### config.mk
export PLATFORM = sky130hd
export DESIGN_NAME = hermite_cubic_curve_points_flat
export DESIGN_NICKNAME = d
export VERILOG_FILES = /design/src/hw/rtl/hccp_pkg.sv /design/src/hw/rtl/hccp_if.sv /design/src/hw/rtl/hccp_cfg.sv /design/src/hw/rtl/hccp_mul.sv /design/src/hw/rtl/hccp_seq.sv /design/src/hw/rtl/hermite_cubic_curve_points.sv /design/src/flat_wrapper.sv
export SDC_FILE = /design/constraint.sdc
export NUM_CORES = 2
export LEC_CHECK = 0
export ABC_CLOCK_PERIOD_IN_PS = 8300
export BUFFER_PORTS_ARGS = -buffer_cell sky130_fd_sc_hd__buf_2
export CORE_MARGIN = 3
export CORE_UTILIZATION = 50
export CTS_BUF_LIST = sky130_fd_sc_hd__clkbuf_8
export CTS_CLUSTER_SIZE = 25
export DETAILED_ROUTE_END_ITERATION = 8
export GPL_TIMING_DRIVEN = 0
export PLACE_DENSITY = 0.69
export SYNTH_ARGS = -nofsm -noshare
export SYNTH_HDL_FRONTEND = slang
export SYNTH_SLANG_ARGS = --single-unit
### constraint.sdc
create_clock -name i_clk -period 8.3 [get_ports i_clk]
set_clock_uncertainty 0.05 [all_clocks]
set_input_delay 1.66 -clock i_clk [delete_from_list [all_inputs] [get_ports i_clk]]
set_output_delay 1.66 -clock i_clk [all_outputs]
set_load 0.1 [all_outputs]
### src/hw/rtl/hccp_pkg.sv
// Shared types and constants of the Hermite cubic curve point generator.
`timescale 1ns / 1ps
`default_nettype none

package hccp_pkg;

    localparam int QUALITY_W   = 7;
    localparam int T_STEP_W    = 17;
    localparam int APB_ADDR_W  = 3;
    localparam int APB_DATA_W  = 32;

    localparam logic [QUALITY_W-1:0] QUALITY_RESET = 7'd16;
    localparam logic [T_STEP_W-1:0]  T_STEP_RESET  = 17'd4096;

    // Register index, taken from paddr[2].
    localparam logic REG_QUALITY = 1'b0;
    localparam logic REG_T_STEP  = 1'b1;

    typedef struct packed {
        logic [QUALITY_W-1:0] quality;
        logic [T_STEP_W-1:0]  t_step;
    } t_cfg;

endpackage

`default_nettype wire

### src/hw/rtl/hccp_if.sv
// Valid/ready channel interfaces for control points in and curve points out.
`timescale 1ns / 1ps
`default_nettype none

interface hccp_in_if #(parameter int COORD_WIDTH = 16);
    logic                          valid;
    logic                          ready;
    logic signed [COORD_WIDTH-1:0] point_x;
    logic signed [COORD_WIDTH-1:0] point_y;
    logic signed [COORD_WIDTH-1:0] handle_x;
    logic signed [COORD_WIDTH-1:0] handle_y;
    logic                          start_curve;

    modport source (output valid, point_x, point_y, handle_x, handle_y, start_curve,
                    input ready);
    modport sink   (input valid, point_x, point_y, handle_x, handle_y, start_curve,
                    output ready);
endinterface

interface hccp_out_if #(parameter int COORD_WIDTH = 16);
    logic                          valid;
    logic                          ready;
    logic signed [COORD_WIDTH-1:0] curve_x;
    logic signed [COORD_WIDTH-1:0] curve_y;
    logic                          last_point;

    modport source (output valid, curve_x, curve_y, last_point, input ready);
    modport sink   (input valid, curve_x, curve_y, last_point, output ready);
endinterface

`default_nettype wire

### src/hw/rtl/hccp_cfg.sv
// APB register file holding quality and t_step.
`timescale 1ns / 1ps
`default_nettype none

module hccp_cfg (
    input  wire logic                             i_clk,
    input  wire logic                             i_rst_n,
    input  wire logic                             psel,
    input  wire logic                             penable,
    input  wire logic                             pwrite,
    input  wire logic [hccp_pkg::APB_ADDR_W-1:0]  paddr,
    input  wire logic [hccp_pkg::APB_DATA_W-1:0]  pwdata,
    output logic      [hccp_pkg::APB_DATA_W-1:0]  prdata,
    output logic                                  pready,
    output hccp_pkg::t_cfg                        o_cfg
);

    logic [hccp_pkg::QUALITY_W-1:0] r_quality;
    logic [hccp_pkg::T_STEP_W-1:0]  r_t_step;
    logic                           wr_en;

    assign wr_en  = psel & penable & pwrite;
    assign pready = 1'b1;

    always_ff @(posedge i_clk) begin
        if (!i_rst_n) begin
            r_quality <= hccp_pkg::QUALITY_RESET;
            r_t_step  <= hccp_pkg::T_STEP_RESET;
        end else if (wr_en) begin
            unique case (paddr[2])
                hccp_pkg::REG_QUALITY: begin
                    r_quality <= pwdata[hccp_pkg::QUALITY_W-1:0];
                end
                hccp_pkg::REG_T_STEP: begin
                    r_t_step <= pwdata[hccp_pkg::T_STEP_W-1:0];
                end
                default: begin
                end
            endcase
        end
    end

    always_comb begin
        unique case (paddr[2])
            hccp_pkg::REG_QUALITY: begin
                prdata = {{(hccp_pkg::APB_DATA_W-hccp_pkg::QUALITY_W){1'b0}}, r_quality};
            end
            hccp_pkg::REG_T_STEP: begin
                prdata = {{(hccp_pkg::APB_DATA_W-hccp_pkg::T_STEP_W){1'b0}}, r_t_step};
            end
            default: begin
                prdata = '0;
            end
        endcase
    end

    assign o_cfg.quality = r_quality;
    assign o_cfg.t_step  = r_t_step;

endmodule

`default_nettype wire

### src/hw/rtl/hccp_mul.sv
// Shared signed multiplier with a registered product.
`timescale 1ns / 1ps
`default_nettype none

module hccp_mul #(
    parameter int MW = 20
) (
    input  wire logic                   i_clk,
    input  wire logic                   i_en,
    input  wire logic signed [MW-1:0]   i_a,
    input  wire logic signed [MW-1:0]   i_b,
    output logic signed [2*MW-1:0]      o_prod
);

    logic signed [2*MW-1:0] r_prod;

    // The product holds while the enable is low, so a stalled result keeps it.
    always_ff @(posedge i_clk) begin
        if (i_en) begin
            r_prod <= i_a * i_b;
        end
    end

    assign o_prod = r_prod;

endmodule

`default_nettype wire

### src/hw/rtl/hccp_seq.sv
// Sequencer and datapath: segment set-up and curve point evaluation on the shared multiplier.
`timescale 1ns / 1ps
`default_nettype none

module hccp_seq #(
    parameter int MAX_QUALITY = 64,
    parameter int COORD_WIDTH = 16,
    parameter int T_FRAC_BITS = 16
) (
    input  wire logic           i_clk,
    input  wire logic           i_rst_n,
    input  hccp_pkg::t_cfg      i_cfg,
    hccp_in_if.sink             i_pt,
    hccp_out_if.source          o_crv
);

    localparam int CW  = COORD_WIDTH;
    localparam int F   = T_FRAC_BITS;
    localparam int TV  = F + 1;
    localparam int MW  = (F + 2 > CW + 4) ? F + 2 : CW + 4;
    localparam int PW  = 2 * MW;
    localparam int EW  = CW + 4;
    localparam int TSW = ((TV > hccp_pkg::T_STEP_W) ? TV : hccp_pkg::T_STEP_W) + 1;
    localparam int QW  = hccp_pkg::QUALITY_W;

    localparam logic [TV-1:0]  T_ONE = {1'b1, {F{1'b0}}};
    localparam logic [PW-1:0]  HALF  = {{(PW-1){1'b0}}, 1'b1} << (F - 1);
    localparam logic [QW-1:0]  Q_MAX = QW'(MAX_QUALITY);

    typedef enum logic [3:0] {
        ST_IDLE,
        ST_SQ,
        ST_T2,
        ST_CUBE,
        ST_T3,
        ST_AX,
        ST_TY,
        ST_BY,
        ST_AY,
        ST_DONE
    } t_state;

    t_state                 r_state;

    logic signed [CW-1:0]   r_prev_px;
    logic signed [CW-1:0]   r_prev_py;
    logic signed [CW-1:0]   r_prev_hx;
    logic signed [CW-1:0]   r_prev_hy;
    logic                   r_have;

    logic signed [CW-1:0]   r_s0x;
    logic signed [CW-1:0]   r_s0y;
    logic signed [CW:0]     r_t0x;
    logic signed [CW:0]     r_t0y;
    logic signed [CW+2:0]   r_ax;
    logic signed [CW+2:0]   r_ay;
    logic signed [CW+3:0]   r_bx;
    logic signed [CW+3:0]   r_by;

    logic [TV-1:0]          r_t;
    logic [TV-1:0]          r_t2;
    logic [TV-1:0]          r_t3;
    logic [QW-1:0]          r_k;
    logic [QW-1:0]          r_qm1;
    logic signed [PW-1:0]   r_accx;
    logic signed [PW-1:0]   r_accy;

    logic                   r_ovalid;
    logic signed [CW-1:0]   r_ox;
    logic signed [CW-1:0]   r_oy;
    logic                   r_olast;

    logic                   mul_en;
    logic signed [MW-1:0]   mul_a;
    logic signed [MW-1:0]   mul_b;
    logic signed [PW-1:0]   prod;

    logic signed [EW-1:0]   e_d;
    logic signed [EW-1:0]   e_t0x;
    logic signed [EW-1:0]   e_t0y;
    logic signed [EW-1:0]   e_t1x;
    logic signed [EW-1:0]   e_t1y;
    logic signed [EW-1:0]   e_dy;
    logic signed [EW-1:0]   e_ax;
    logic signed [EW-1:0]   e_ay;
    logic signed [EW-1:0]   e_bx;
    logic signed [EW-1:0]   e_by;
    logic [QW-1:0]          q_eff;
    logic [PW-1:0]          rnd_prod;
    logic signed [PW-1:0]   n_accy;
    logic [TSW-1:0]         n_tsum;
    logic [TV-1:0]          n_t;
    logic                   out_free;
    logic                   seg_last;

    function automatic logic signed [EW-1:0] ext(input logic signed [CW-1:0] v);
        ext = {{(EW-CW){v[CW-1]}}, v};
    endfunction

    function automatic logic signed [MW-1:0] ext_u(input logic [TV-1:0] v);
        ext_u = $signed({{(MW-TV){1'b0}}, v});
    endfunction

    function automatic logic signed [PW-1:0] acc_init(input logic signed [CW-1:0] v);
        logic signed [PW-1:0] w;
        w = {{(PW-CW){v[CW-1]}}, v};
        acc_init = (w <<< F) + $signed(HALF);
    endfunction

    // The half has already been added, so rounding is a floor shift and a clamp.
    function automatic logic [CW-1:0] round_sat(input logic signed [PW-1:0] v);
        logic [PW-F-1:0]  r;
        logic [PW-F-CW:0] hi_bits;
        r       = v[PW-1:F];
        hi_bits = r[PW-F-1:CW-1];
        if ((&hi_bits) || !(|hi_bits)) begin
            round_sat = r[CW-1:0];
        end else if (r[PW-F-1]) begin
            round_sat = {1'b1, {(CW-1){1'b0}}};
        end else begin
            round_sat = {1'b0, {(CW-1){1'b1}}};
        end
    endfunction

    hccp_mul #(.MW(MW)) u_mul (
        .i_clk  (i_clk),
        .i_en   (mul_en),
        .i_a    (mul_a),
        .i_b    (mul_b),
        .o_prod (prod)
    );

    // Segment coefficients: C = P0 + t3*A + t2*B + t*T0 per axis.
    always_comb begin
        e_d   = ext(i_pt.point_x) - ext(r_prev_px);
        e_dy  = ext(i_pt.point_y) - ext(r_prev_py);
        e_t0x = ext(r_prev_hx) - ext(r_prev_px);
        e_t0y = ext(r_prev_hy) - ext(r_prev_py);
        e_t1x = ext(i_pt.handle_x) - ext(i_pt.point_x);
        e_t1y = ext(i_pt.handle_y) - ext(i_pt.point_y);
        e_ax  = e_t0x + e_t1x - (e_d <<< 1);
        e_ay  = e_t0y + e_t1y - (e_dy <<< 1);
        e_bx  = (e_d <<< 1) + e_d - (e_t0x <<< 1) - e_t1x;
        e_by  = (e_dy <<< 1) + e_dy - (e_t0y <<< 1) - e_t1y;
    end

    always_comb begin
        priority if (i_cfg.quality == '0) begin
            q_eff = {{(QW-1){1'b0}}, 1'b1};
        end else if (i_cfg.quality > Q_MAX) begin
            q_eff = Q_MAX;
        end else begin
            q_eff = i_cfg.quality;
        end
    end

    always_comb begin
        mul_en = 1'b1;
        mul_a  = '0;
        mul_b  = '0;
        unique case (r_state)
            ST_SQ: begin
                mul_a = ext_u(r_t);
                mul_b = ext_u(r_t);
            end
            ST_T2: begin
                mul_a = ext_u(r_t);
                mul_b = MW'(r_t0x);
            end
            ST_CUBE: begin
                mul_a = ext_u(r_t2);
                mul_b = ext_u(r_t);
            end
            ST_T3: begin
                mul_a = ext_u(r_t2);
                mul_b = MW'(r_bx);
            end
            ST_AX: begin
                mul_a = ext_u(r_t3);
                mul_b = MW'(r_ax);
            end
            ST_TY: begin
                mul_a = ext_u(r_t);
                mul_b = MW'(r_t0y);
            end
            ST_BY: begin
                mul_a = ext_u(r_t2);
                mul_b = MW'(r_by);
            end
            ST_AY: begin
                mul_a = ext_u(r_t3);
                mul_b = MW'(r_ay);
            end
            ST_IDLE, ST_DONE: begin
                mul_en = 1'b0;
            end
            default: begin
                mul_en = 1'b0;
            end
        endcase
    end

    assign rnd_prod = $unsigned(prod) + HALF;
    assign n_accy   = r_accy + prod;
    assign n_tsum   = TSW'(r_t) + TSW'(i_cfg.t_step);
    assign n_t      = (n_tsum > TSW'(T_ONE)) ? T_ONE : n_tsum[TV-1:0];
    assign out_free = !r_ovalid || o_crv.ready;
    assign seg_last = (r_k == r_qm1);

    always_ff @(posedge i_clk) begin
        if (!i_rst_n) begin
            r_state  <= ST_IDLE;
            r_have   <= 1'b0;
            r_ovalid <= 1'b0;
        end else begin
            // In the last step the output register is loaded or held below instead.
            if (o_crv.ready && (r_state != ST_DONE)) begin
                r_ovalid <= 1'b0;
            end
            unique case (r_state)
                ST_IDLE: begin
                    if (i_pt.valid) begin
                        r_prev_px <= i_pt.point_x;
                        r_prev_py <= i_pt.point_y;
                        r_prev_hx <= i_pt.handle_x;
                        r_prev_hy <= i_pt.handle_y;
                        r_have    <= 1'b1;
                        if (!i_pt.start_curve && r_have) begin
                            r_s0x   <= r_prev_px;
                            r_s0y   <= r_prev_py;
                            r_t0x   <= e_t0x[CW:0];
                            r_t0y   <= e_t0y[CW:0];
                            r_ax    <= e_ax[CW+2:0];
                            r_ay    <= e_ay[CW+2:0];
                            r_bx    <= e_bx;
                            r_by    <= e_by;
                            r_t     <= '0;
                            r_k     <= '0;
                            r_qm1   <= q_eff - {{(QW-1){1'b0}}, 1'b1};
                            r_state <= ST_SQ;
                        end
                    end
                end
                ST_SQ: begin
                    r_accx  <= acc_init(r_s0x);
                    r_accy  <= acc_init(r_s0y);
                    r_state <= ST_T2;
                end
                ST_T2: begin
                    r_t2    <= rnd_prod[F +: TV];
                    r_state <= ST_CUBE;
                end
                ST_CUBE: begin
                    r_accx  <= r_accx + prod;
                    r_state <= ST_T3;
                end
                ST_T3: begin
                    r_t3    <= rnd_prod[F +: TV];
                    r_state <= ST_AX;
                end
                ST_AX: begin
                    r_accx  <= r_accx + prod;
                    r_state <= ST_TY;
                end
                ST_TY: begin
                    r_accx  <= r_accx + prod;
                    r_state <= ST_BY;
                end
                ST_BY: begin
                    r_accy  <= n_accy;
                    r_state <= ST_AY;
                end
                ST_AY: begin
                    r_accy  <= n_accy;
                    r_state <= ST_DONE;
                end
                ST_DONE: begin
                    // Waits here, product held, until the output register is free.
                    if (out_free) begin
                        r_ovalid <= 1'b1;
                        r_ox     <= round_sat(r_accx);
                        r_oy     <= round_sat(n_accy);
                        r_olast  <= seg_last;
                        if (seg_last) begin
                            r_state <= ST_IDLE;
                        end else begin
                            r_k     <= r_k + {{(QW-1){1'b0}}, 1'b1};
                            r_t     <= n_t;
                            r_state <= ST_SQ;
                        end
                    end
                end
                default: begin
                    r_state <= ST_IDLE;
                end
            endcase
        end
    end

    assign i_pt.ready       = (r_state == ST_IDLE);
    assign o_crv.valid      = r_ovalid;
    assign o_crv.curve_x    = r_ox;
    assign o_crv.curve_y    = r_oy;
    assign o_crv.last_point = r_olast;

endmodule

`default_nettype wire

### src/hw/rtl/hermite_cubic_curve_points.sv
// Top level of the Hermite cubic curve point generator.
//
//  channel   direction  beat                                          handshake
//  i_pt      in         point_x, point_y, handle_x, handle_y, start   valid/ready
//  o_crv     out        curve_x, curve_y, last_point                  valid/ready
//  apb       in/out     quality (0x0), t_step (0x4)                   psel/penable
//
// A control point that opens a curve is taken and starts no evaluation. A point that
// closes a segment holds i_pt.ready low while the shared multiplier evaluates quality
// curve points, each in eight products and the output load. A stalled output beat
// holds the sequencer at its last step; the final beat of a segment sits in the output
// register while the next control point is taken. Reset is synchronous; quality resets
// to 16 and t_step to 4096.
`timescale 1ns / 1ps
`default_nettype none

module hermite_cubic_curve_points #(
    parameter int MAX_QUALITY = 64,
    parameter int COORD_WIDTH = 16,
    parameter int T_FRAC_BITS = 16
) (
    input  wire logic                             i_clk,
    input  wire logic                             i_rst_n,
    hccp_in_if.sink                               i_pt,
    hccp_out_if.source                            o_crv,
    input  wire logic                             psel,
    input  wire logic                             penable,
    input  wire logic                             pwrite,
    input  wire logic [hccp_pkg::APB_ADDR_W-1:0]  paddr,
    input  wire logic [hccp_pkg::APB_DATA_W-1:0]  pwdata,
    output logic      [hccp_pkg::APB_DATA_W-1:0]  prdata,
    output logic                                  pready
);

    hccp_pkg::t_cfg cfg;

    hccp_cfg u_cfg (
        .i_clk   (i_clk),
        .i_rst_n (i_rst_n),
        .psel    (psel),
        .penable (penable),
        .pwrite  (pwrite),
        .paddr   (paddr),
        .pwdata  (pwdata),
        .prdata  (prdata),
        .pready  (pready),
        .o_cfg   (cfg)
    );

    hccp_seq #(
        .MAX_QUALITY (MAX_QUALITY),
        .COORD_WIDTH (COORD_WIDTH),
        .T_FRAC_BITS (T_FRAC_BITS)
    ) u_seq (
        .i_clk   (i_clk),
        .i_rst_n (i_rst_n),
        .i_cfg   (cfg),
        .i_pt    (i_pt),
        .o_crv   (o_crv)
    );

endmodule

`default_nettype wire

### src/flat_wrapper.sv
// flat-port wrapper written by rule: the top's interface ports become plain ports
module hermite_cubic_curve_points_flat 
#(
    parameter int MAX_QUALITY = 64,
    parameter int COORD_WIDTH = 16,
    parameter int T_FRAC_BITS = 16
)
  (i_clk, i_rst_n, psel, penable, pwrite, paddr, pwdata, prdata, pready, i_pt_valid, i_pt_point_x, i_pt_point_y, i_pt_handle_x, i_pt_handle_y, i_pt_start_curve, i_pt_ready, o_crv_valid, o_crv_curve_x, o_crv_curve_y, o_crv_last_point, o_crv_ready);
  hccp_in_if #(.COORD_WIDTH(COORD_WIDTH)) i_pt_i ();
  hccp_out_if #(.COORD_WIDTH(COORD_WIDTH)) o_crv_i ();
  input  wire logic i_clk;
  input  wire logic i_rst_n;
  input  wire logic psel;
  input  wire logic penable;
  input  wire logic pwrite;
  input  wire logic [hccp_pkg::APB_ADDR_W-1:0] paddr;
  input  wire logic [hccp_pkg::APB_DATA_W-1:0] pwdata;
  output logic      [hccp_pkg::APB_DATA_W-1:0] prdata;
  output logic pready;
  input wire logic [$bits(i_pt_i.valid)-1:0] i_pt_valid;
  input wire logic [$bits(i_pt_i.point_x)-1:0] i_pt_point_x;
  input wire logic [$bits(i_pt_i.point_y)-1:0] i_pt_point_y;
  input wire logic [$bits(i_pt_i.handle_x)-1:0] i_pt_handle_x;
  input wire logic [$bits(i_pt_i.handle_y)-1:0] i_pt_handle_y;
  input wire logic [$bits(i_pt_i.start_curve)-1:0] i_pt_start_curve;
  output wire logic [$bits(i_pt_i.ready)-1:0] i_pt_ready;
  output wire logic [$bits(o_crv_i.valid)-1:0] o_crv_valid;
  output wire logic [$bits(o_crv_i.curve_x)-1:0] o_crv_curve_x;
  output wire logic [$bits(o_crv_i.curve_y)-1:0] o_crv_curve_y;
  output wire logic [$bits(o_crv_i.last_point)-1:0] o_crv_last_point;
  input wire logic [$bits(o_crv_i.ready)-1:0] o_crv_ready;
  assign i_pt_i.valid = i_pt_valid;
  assign i_pt_i.point_x = i_pt_point_x;
  assign i_pt_i.point_y = i_pt_point_y;
  assign i_pt_i.handle_x = i_pt_handle_x;
  assign i_pt_i.handle_y = i_pt_handle_y;
  assign i_pt_i.start_curve = i_pt_start_curve;
  assign i_pt_ready = i_pt_i.ready;
  assign o_crv_valid = o_crv_i.valid;
  assign o_crv_curve_x = o_crv_i.curve_x;
  assign o_crv_curve_y = o_crv_i.curve_y;
  assign o_crv_last_point = o_crv_i.last_point;
  assign o_crv_i.ready = o_crv_ready;
  hermite_cubic_curve_points #(.MAX_QUALITY(MAX_QUALITY), .COORD_WIDTH(COORD_WIDTH), .T_FRAC_BITS(T_FRAC_BITS)) u_core (.i_clk(i_clk), .i_rst_n(i_rst_n), .i_pt(i_pt_i), .o_crv(o_crv_i), .psel(psel), .penable(penable), .pwrite(pwrite), .paddr(paddr), .pwdata(pwdata), .prdata(prdata), .pready(pready));
endmodule
==> metrics list <==
* Number of buffers inserted during clock tree synthesis: 83
* Clock input transition at the sequential cells of the worst setup and hold paths: 0.06 ns
- The tightest min-delay check is of the reg -> reg type.
* Fin. max-slew vios: 0
- Max-capacitance violation count: 0
- Timing startpoint of the critical path: u_core.u_seq.r_state[3]$_SDFFE_PN0P_
- EDFF count, synth: 424
- Of all flip-flops after synthesis, the portion carrying an async set or reset was 0%.
* Startpoint of the worst register-to-register path: u_core.u_seq.r_state[3]$_SDFFE_PN0P_
- The number of hold violations in the final report came to 0.
- The most numerous cell type found on the critical path is sky130_fd_sc_hd__fa_1.
* Slew margin rel.: 8.16%
- For this run, design rule violations remaining after detail routing come to 0.
- Number of antenna violations at the first check in global routing: 8
- Bufs and invs on worst path: 5
- Total negative slack: 0 ns
* Final setup violation count: 0
* Total congestion overflow after global routing: 0
* Design area: 0.0486 sq mm
- Post-synthesis cell count: 4,459
- # H-tree levels: 3
- Routability congestion estimate from global placement: 0.929
* Critical path data required time: 8.75 ns
- Flop2flop setup slack: 0.25 ns
- Average wire per cell in the routed design: 20.1 um
- Post-detailed-placement half-perimeter wirelength: 96,900 um
- Vias after detailed routing: 33,100
- Final hold analysis gives a worst-case slack of 0.378 ns.
- Detailed Route WL: 119,000 um
* Crit Reg-Reg Endpoint: u_core.u_seq.u_mul.o_prod[36]$_DFFE_PP_
- After the first detailed-routing iteration, the DRC count stood at 2,536.
- The total area inside the core boundary comes to 0.0870 sq mm.
- Grouping stages by cell kind, the critical path spends the most delay in adder cells.
- Initial cell density of the core: 50.6%
- Overall fraction of global-route tracks in use: 26.5%
* Detail-routed via count per cell: 5.58
- Switching Power: 4180 uW
* P_leak: 0.0215 uW
- Result of the run: complete, no violations
* Startpoint kind of the worst setup timing path: flip-flop
- Largest stage delay on the critical path: 0.55 ns
- The design draws 10,400 uW.
- Number of cells on the critical path: 27
- The most used flip-flop cell after synthesis is sky130_fd_sc_hd__edfxtp_1.
- Cell internal pwr: 6210 uW
* Synthesized area divided by synthesized cell count: 9.88 sq um
- Fraction of layout cells with a size suffix above 1: 9.89%
- Of the total power, the share spent switching nets is 40.2%.
- VDD sags by at most 0.206 mV.
- The area growth from synthesis to layout is 10.4%.
- The clock reaches the later pin of the worst-skew pair after 0.71 ns.
* Highest achievable clock rate: 124 MHz
- Counting cells, the worst reg-to-reg path comes to 27.
- The final critical path takes up 97.0% of the cycle.
* Comb power frac: 50.3%
- Entering global routing, the biggest net connects 63 pins.
- Yosys warning total: 0
- CTS placed an instance of sky130_fd_sc_hd__clkbuf_8 at the clock tree root.
* Hold bufs inserted after CTS: 0
- The slowest stage of the critical path is the sky130_fd_sc_hd__fa_1 cell.
- The first detailed-routing pass took 7 iterations.
- Clock tree from TritonCTS: done
- For the pin with the worst max-slew slack, the measured transition is 1.37 ns.
- Per report_power, the clock group accounts for 20.2% of the total.
- The worst setup path is captured at a flip-flop.
- No sink is reached through more buffers than the 3 on the longest clock path.
- Proportion of synthesized chip area in sequential cells: 30.3%
* NumNets Final: 5,647
* Number of global-route vias before repair: 33,100
- After synthesis the netlist holds a flip-flop and latch count of 454.
- The critical path is of the reg -> reg type.
- For this design the top-level I/O count stands at 175.
* Overall die height: 303 um
- Cell Pwr Density: 214 mW/mm^2
- Row generation in the floorplan step produced 108 rows.
- Worst endpoint data arrival time: 8.51 ns
- For the finished layout, the period the worst path requires is 8.05 ns.
- Critical Path Fanout Max: 10
- Clock tree synthesis found a total of 454 sinks.
- In this run the tool buffered the top-level ports with 141 buffer cells.
- The die covers 0.0917 sq mm.
* Area of the mapped netlist: 0.0440 sq mm
- Sequential fraction of design power: 29.5%
- The die is 303 um wide.
- Total placed instance area: 0.0465 sq mm
- Util after Layout: 55.9%
- The most critical setup path has its endpoint at u_core.u_seq.u_mul.o_prod[36]$_DFFE_PP_.
- The count of nets left with antenna violations once routing finished came out at 0.
- Unique masters post-synth: 91
* Global-route wire length before repair: 186,000 um
-- repair_timing --
item,CTS,global route
pin swaps,6,10
setup endpoints to repair,23,14
resized for setup,80,92
buffers inserted,6,11
cloned,0,0
-- worst min-delay path by stage --
| stage | startpoint | to | slack, ns | depth (start not counted) |
|---|---|---|---|---|
| detailed placement | u_core.u_seq.r_prev_py[15]$_DFFE_PP_ | u_core.u_seq.r_s0y[15]$_DFFE_PP_ | 0.38 | 0 |
| global route | u_core.u_seq.r_prev_py[15]$_DFFE_PP_ | u_core.u_seq.r_s0y[15]$_DFFE_PP_ | 0.40 | 0 |
| floorplan | u_core.u_seq.r_prev_px[10]$_DFFE_PP_ | u_core.u_seq.r_s0x[10]$_DFFE_PP_ | 0.38 | 0 |
| CTS | u_core.u_seq.r_prev_py[15]$_DFFE_PP_ | u_core.u_seq.r_s0y[15]$_DFFE_PP_ | 0.40 | 0 |
| global placement | u_core.u_seq.r_prev_py[15]$_DFFE_PP_ | u_core.u_seq.r_s0y[15]$_DFFE_PP_ | 0.38 | 0 |
| finish | u_core.u_seq.r_prev_py[11]$_DFFE_PP_ | u_core.u_seq.r_s0y[11]$_DFFE_PP_ | 0.38 | 0 |
-- cells in the mapped netlist, types with 13 or more instances --
| cell type | n | share of area (%) |
|---|---|---|
| sky130_fd_sc_hd__inv_1 | 694 | 5.9 |
| sky130_fd_sc_hd__nand2_1 | 455 | 3.9 |
| sky130_fd_sc_hd__fa_1 | 450 | 20 |
| sky130_fd_sc_hd__edfxtp_1 | 424 | 29 |
| sky130_fd_sc_hd__ha_1 | 374 | 11 |
| sky130_fd_sc_hd__nor2_1 | 335 | 2.9 |
| sky130_fd_sc_hd__a21oi_1 | 197 | 2.2 |
| sky130_fd_sc_hd__xnor2_1 | 190 | 3.8 |
| sky130_fd_sc_hd__o21ai_0 | 175 | 2.0 |
| sky130_fd_sc_hd__clkbuf_1 | 108 | 0.92 |
| sky130_fd_sc_hd__xor2_1 | 86 | 1.7 |
| sky130_fd_sc_hd__nand3_1 | 80 | 0.91 |
| sky130_fd_sc_hd__a21o_1 | 78 | 1.3 |
| sky130_fd_sc_hd__nor2b_1 | 69 | 0.98 |
| sky130_fd_sc_hd__nor3_1 | 66 | 0.75 |
| sky130_fd_sc_hd__nand2b_1 | 46 | 0.65 |
| sky130_fd_sc_hd__a22oi_1 | 43 | 0.73 |
| sky130_fd_sc_hd__o21bai_1 | 39 | 0.66 |
| sky130_fd_sc_hd__a21boi_0 | 38 | 0.65 |
| sky130_fd_sc_hd__and2_1 | 32 | 0.45 |
| sky130_fd_sc_hd__and3_1 | 32 | 0.45 |
| sky130_fd_sc_hd__dfxtp_1 | 30 | 1.4 |
| sky130_fd_sc_hd__nand4_1 | 29 | 0.41 |
| sky130_fd_sc_hd__mux2_2 | 28 | 0.72 |
| sky130_fd_sc_hd__o21a_1 | 24 | 0.41 |
| sky130_fd_sc_hd__a31oi_1 | 22 | 0.31 |
| sky130_fd_sc_hd__or2_2 | 20 | 0.28 |
| sky130_fd_sc_hd__a211oi_1 | 19 | 0.32 |
| sky130_fd_sc_hd__a22o_1 | 19 | 0.38 |
| sky130_fd_sc_hd__buf_4 | 16 | 0.27 |
| sky130_fd_sc_hd__o211ai_1 | 15 | 0.26 |
| sky130_fd_sc_hd__o41ai_1 | 13 | 0.26 |
-- placed cells by master, fill, tap and decap left out, types with 23 or more instances in the layout --
cell,instances
sky130_fd_sc_hd__a21boi_0,38
sky130_fd_sc_hd__a21o_1,78
sky130_fd_sc_hd__a21oi_1,192
sky130_fd_sc_hd__a22oi_1,42
sky130_fd_sc_hd__and2_1,31
sky130_fd_sc_hd__and3_1,31
sky130_fd_sc_hd__buf_2,145
sky130_fd_sc_hd__buf_4,35
sky130_fd_sc_hd__clkbuf_1,60
sky130_fd_sc_hd__clkbuf_8,83
sky130_fd_sc_hd__clkinv_1,24
sky130_fd_sc_hd__dfxtp_1,28
sky130_fd_sc_hd__edfxtp_1,424
sky130_fd_sc_hd__fa_1,448
sky130_fd_sc_hd__ha_1,373
sky130_fd_sc_hd__inv_1,713
sky130_fd_sc_hd__mux2_2,28
sky130_fd_sc_hd__nand2_1,449
sky130_fd_sc_hd__nand2b_1,46
sky130_fd_sc_hd__nand3_1,71
sky130_fd_sc_hd__nand4_1,29
sky130_fd_sc_hd__nor2_1,326
sky130_fd_sc_hd__nor2b_1,68
sky130_fd_sc_hd__nor3_1,63
sky130_fd_sc_hd__o21a_1,23
sky130_fd_sc_hd__o21ai_0,173
sky130_fd_sc_hd__o21bai_1,39
sky130_fd_sc_hd__xnor2_1,190
sky130_fd_sc_hd__xor2_1,86
-- final cells by class --
| class | instances | area [sq um] |
|---|---|---|
| flip-flops and latches | 454 | 13300 |
| diodes | 5 | 12.5 |
| inverters | 694 | 2610 |
| clock buffers | 83 | 1140 |
| clock inverters | 67 | 423 |
| plain buffers | 124 | 647 |
| multi-input cells | 3192 | 27900 |
| fillers | 7700 | 38400 |
| well taps | 1155 | 1450 |
| repair buffers | 167 | 1070 |
-- logic make-up (layout without fill, tap and decap cells) --
kind of cell	count (synthesis)	count (layout)	share of synthesized area (%)
fa+ha+maj	824	824	31.1
flops	454	454	30.3
buf+inv	827	1135	7.22
xor+xnor	277	277	5.53
other cells	2	21	0.0171
compound gates	811	811	12.3
mux	35	35	0.875
simple gates	1229	1229	12.7
-- power groups by stage --
stage                     Combinational [uW]  Sequential, uW  Clock (uW)
final                                   5220            3060        2100
after global routing                    5890            3060        2240
after CTS                               5190            3060        2140
after detailed placement                5130            3110           0
after global placement                  5010            3110           0
after floorplan                         4010            3030           0
-- metrics by stage --
| stage | instances | worst slack [ns] |
|---|---|---|
| 2_1_floorplan | 4473 | 0.467 |
| 3_3_place_gp | 5769 | -2.25 |
| 3_5_place_dp | 5778 | -2.30 |
| 4_1_cts | 5929 | 0.0113 |
| 5_1_grt | 5937 | -0.00159 |
| 6_report | 5941 | 0.246 |
-- state kept, by name, summed over array words and instances, names as in the netlist, 17 cells and up --
| signal | count |
|---|---|
| u_core.u_seq.r_t | 17 |
| u_core.u_seq.r_ax | 19 |
| u_core.u_cfg.r_t_step | 17 |
| u_core.u_seq.r_t0x | 17 |
| u_core.u_seq.r_t0y | 17 |
| u_core.u_seq.r_bx | 20 |
| u_core.u_seq.r_ay | 19 |
| u_core.u_seq.r_t3 | 17 |
| u_core.u_seq.r_accy | 40 |
| u_core.u_seq.r_t2 | 17 |
| u_core.u_seq.r_accx | 40 |
| u_core.u_seq.r_by | 20 |
| u_core.u_seq.u_mul.o_prod | 38 |
-- metal layers --
metal  track usage (%)  part of all wire (%)
met1              34.7                    41
met2              43.7                    47
met3              5.27                   7.9
met4              10.2                   4.4
met5                 0                 0.015
No activity file was read; power rests on OpenSTA's default activity.
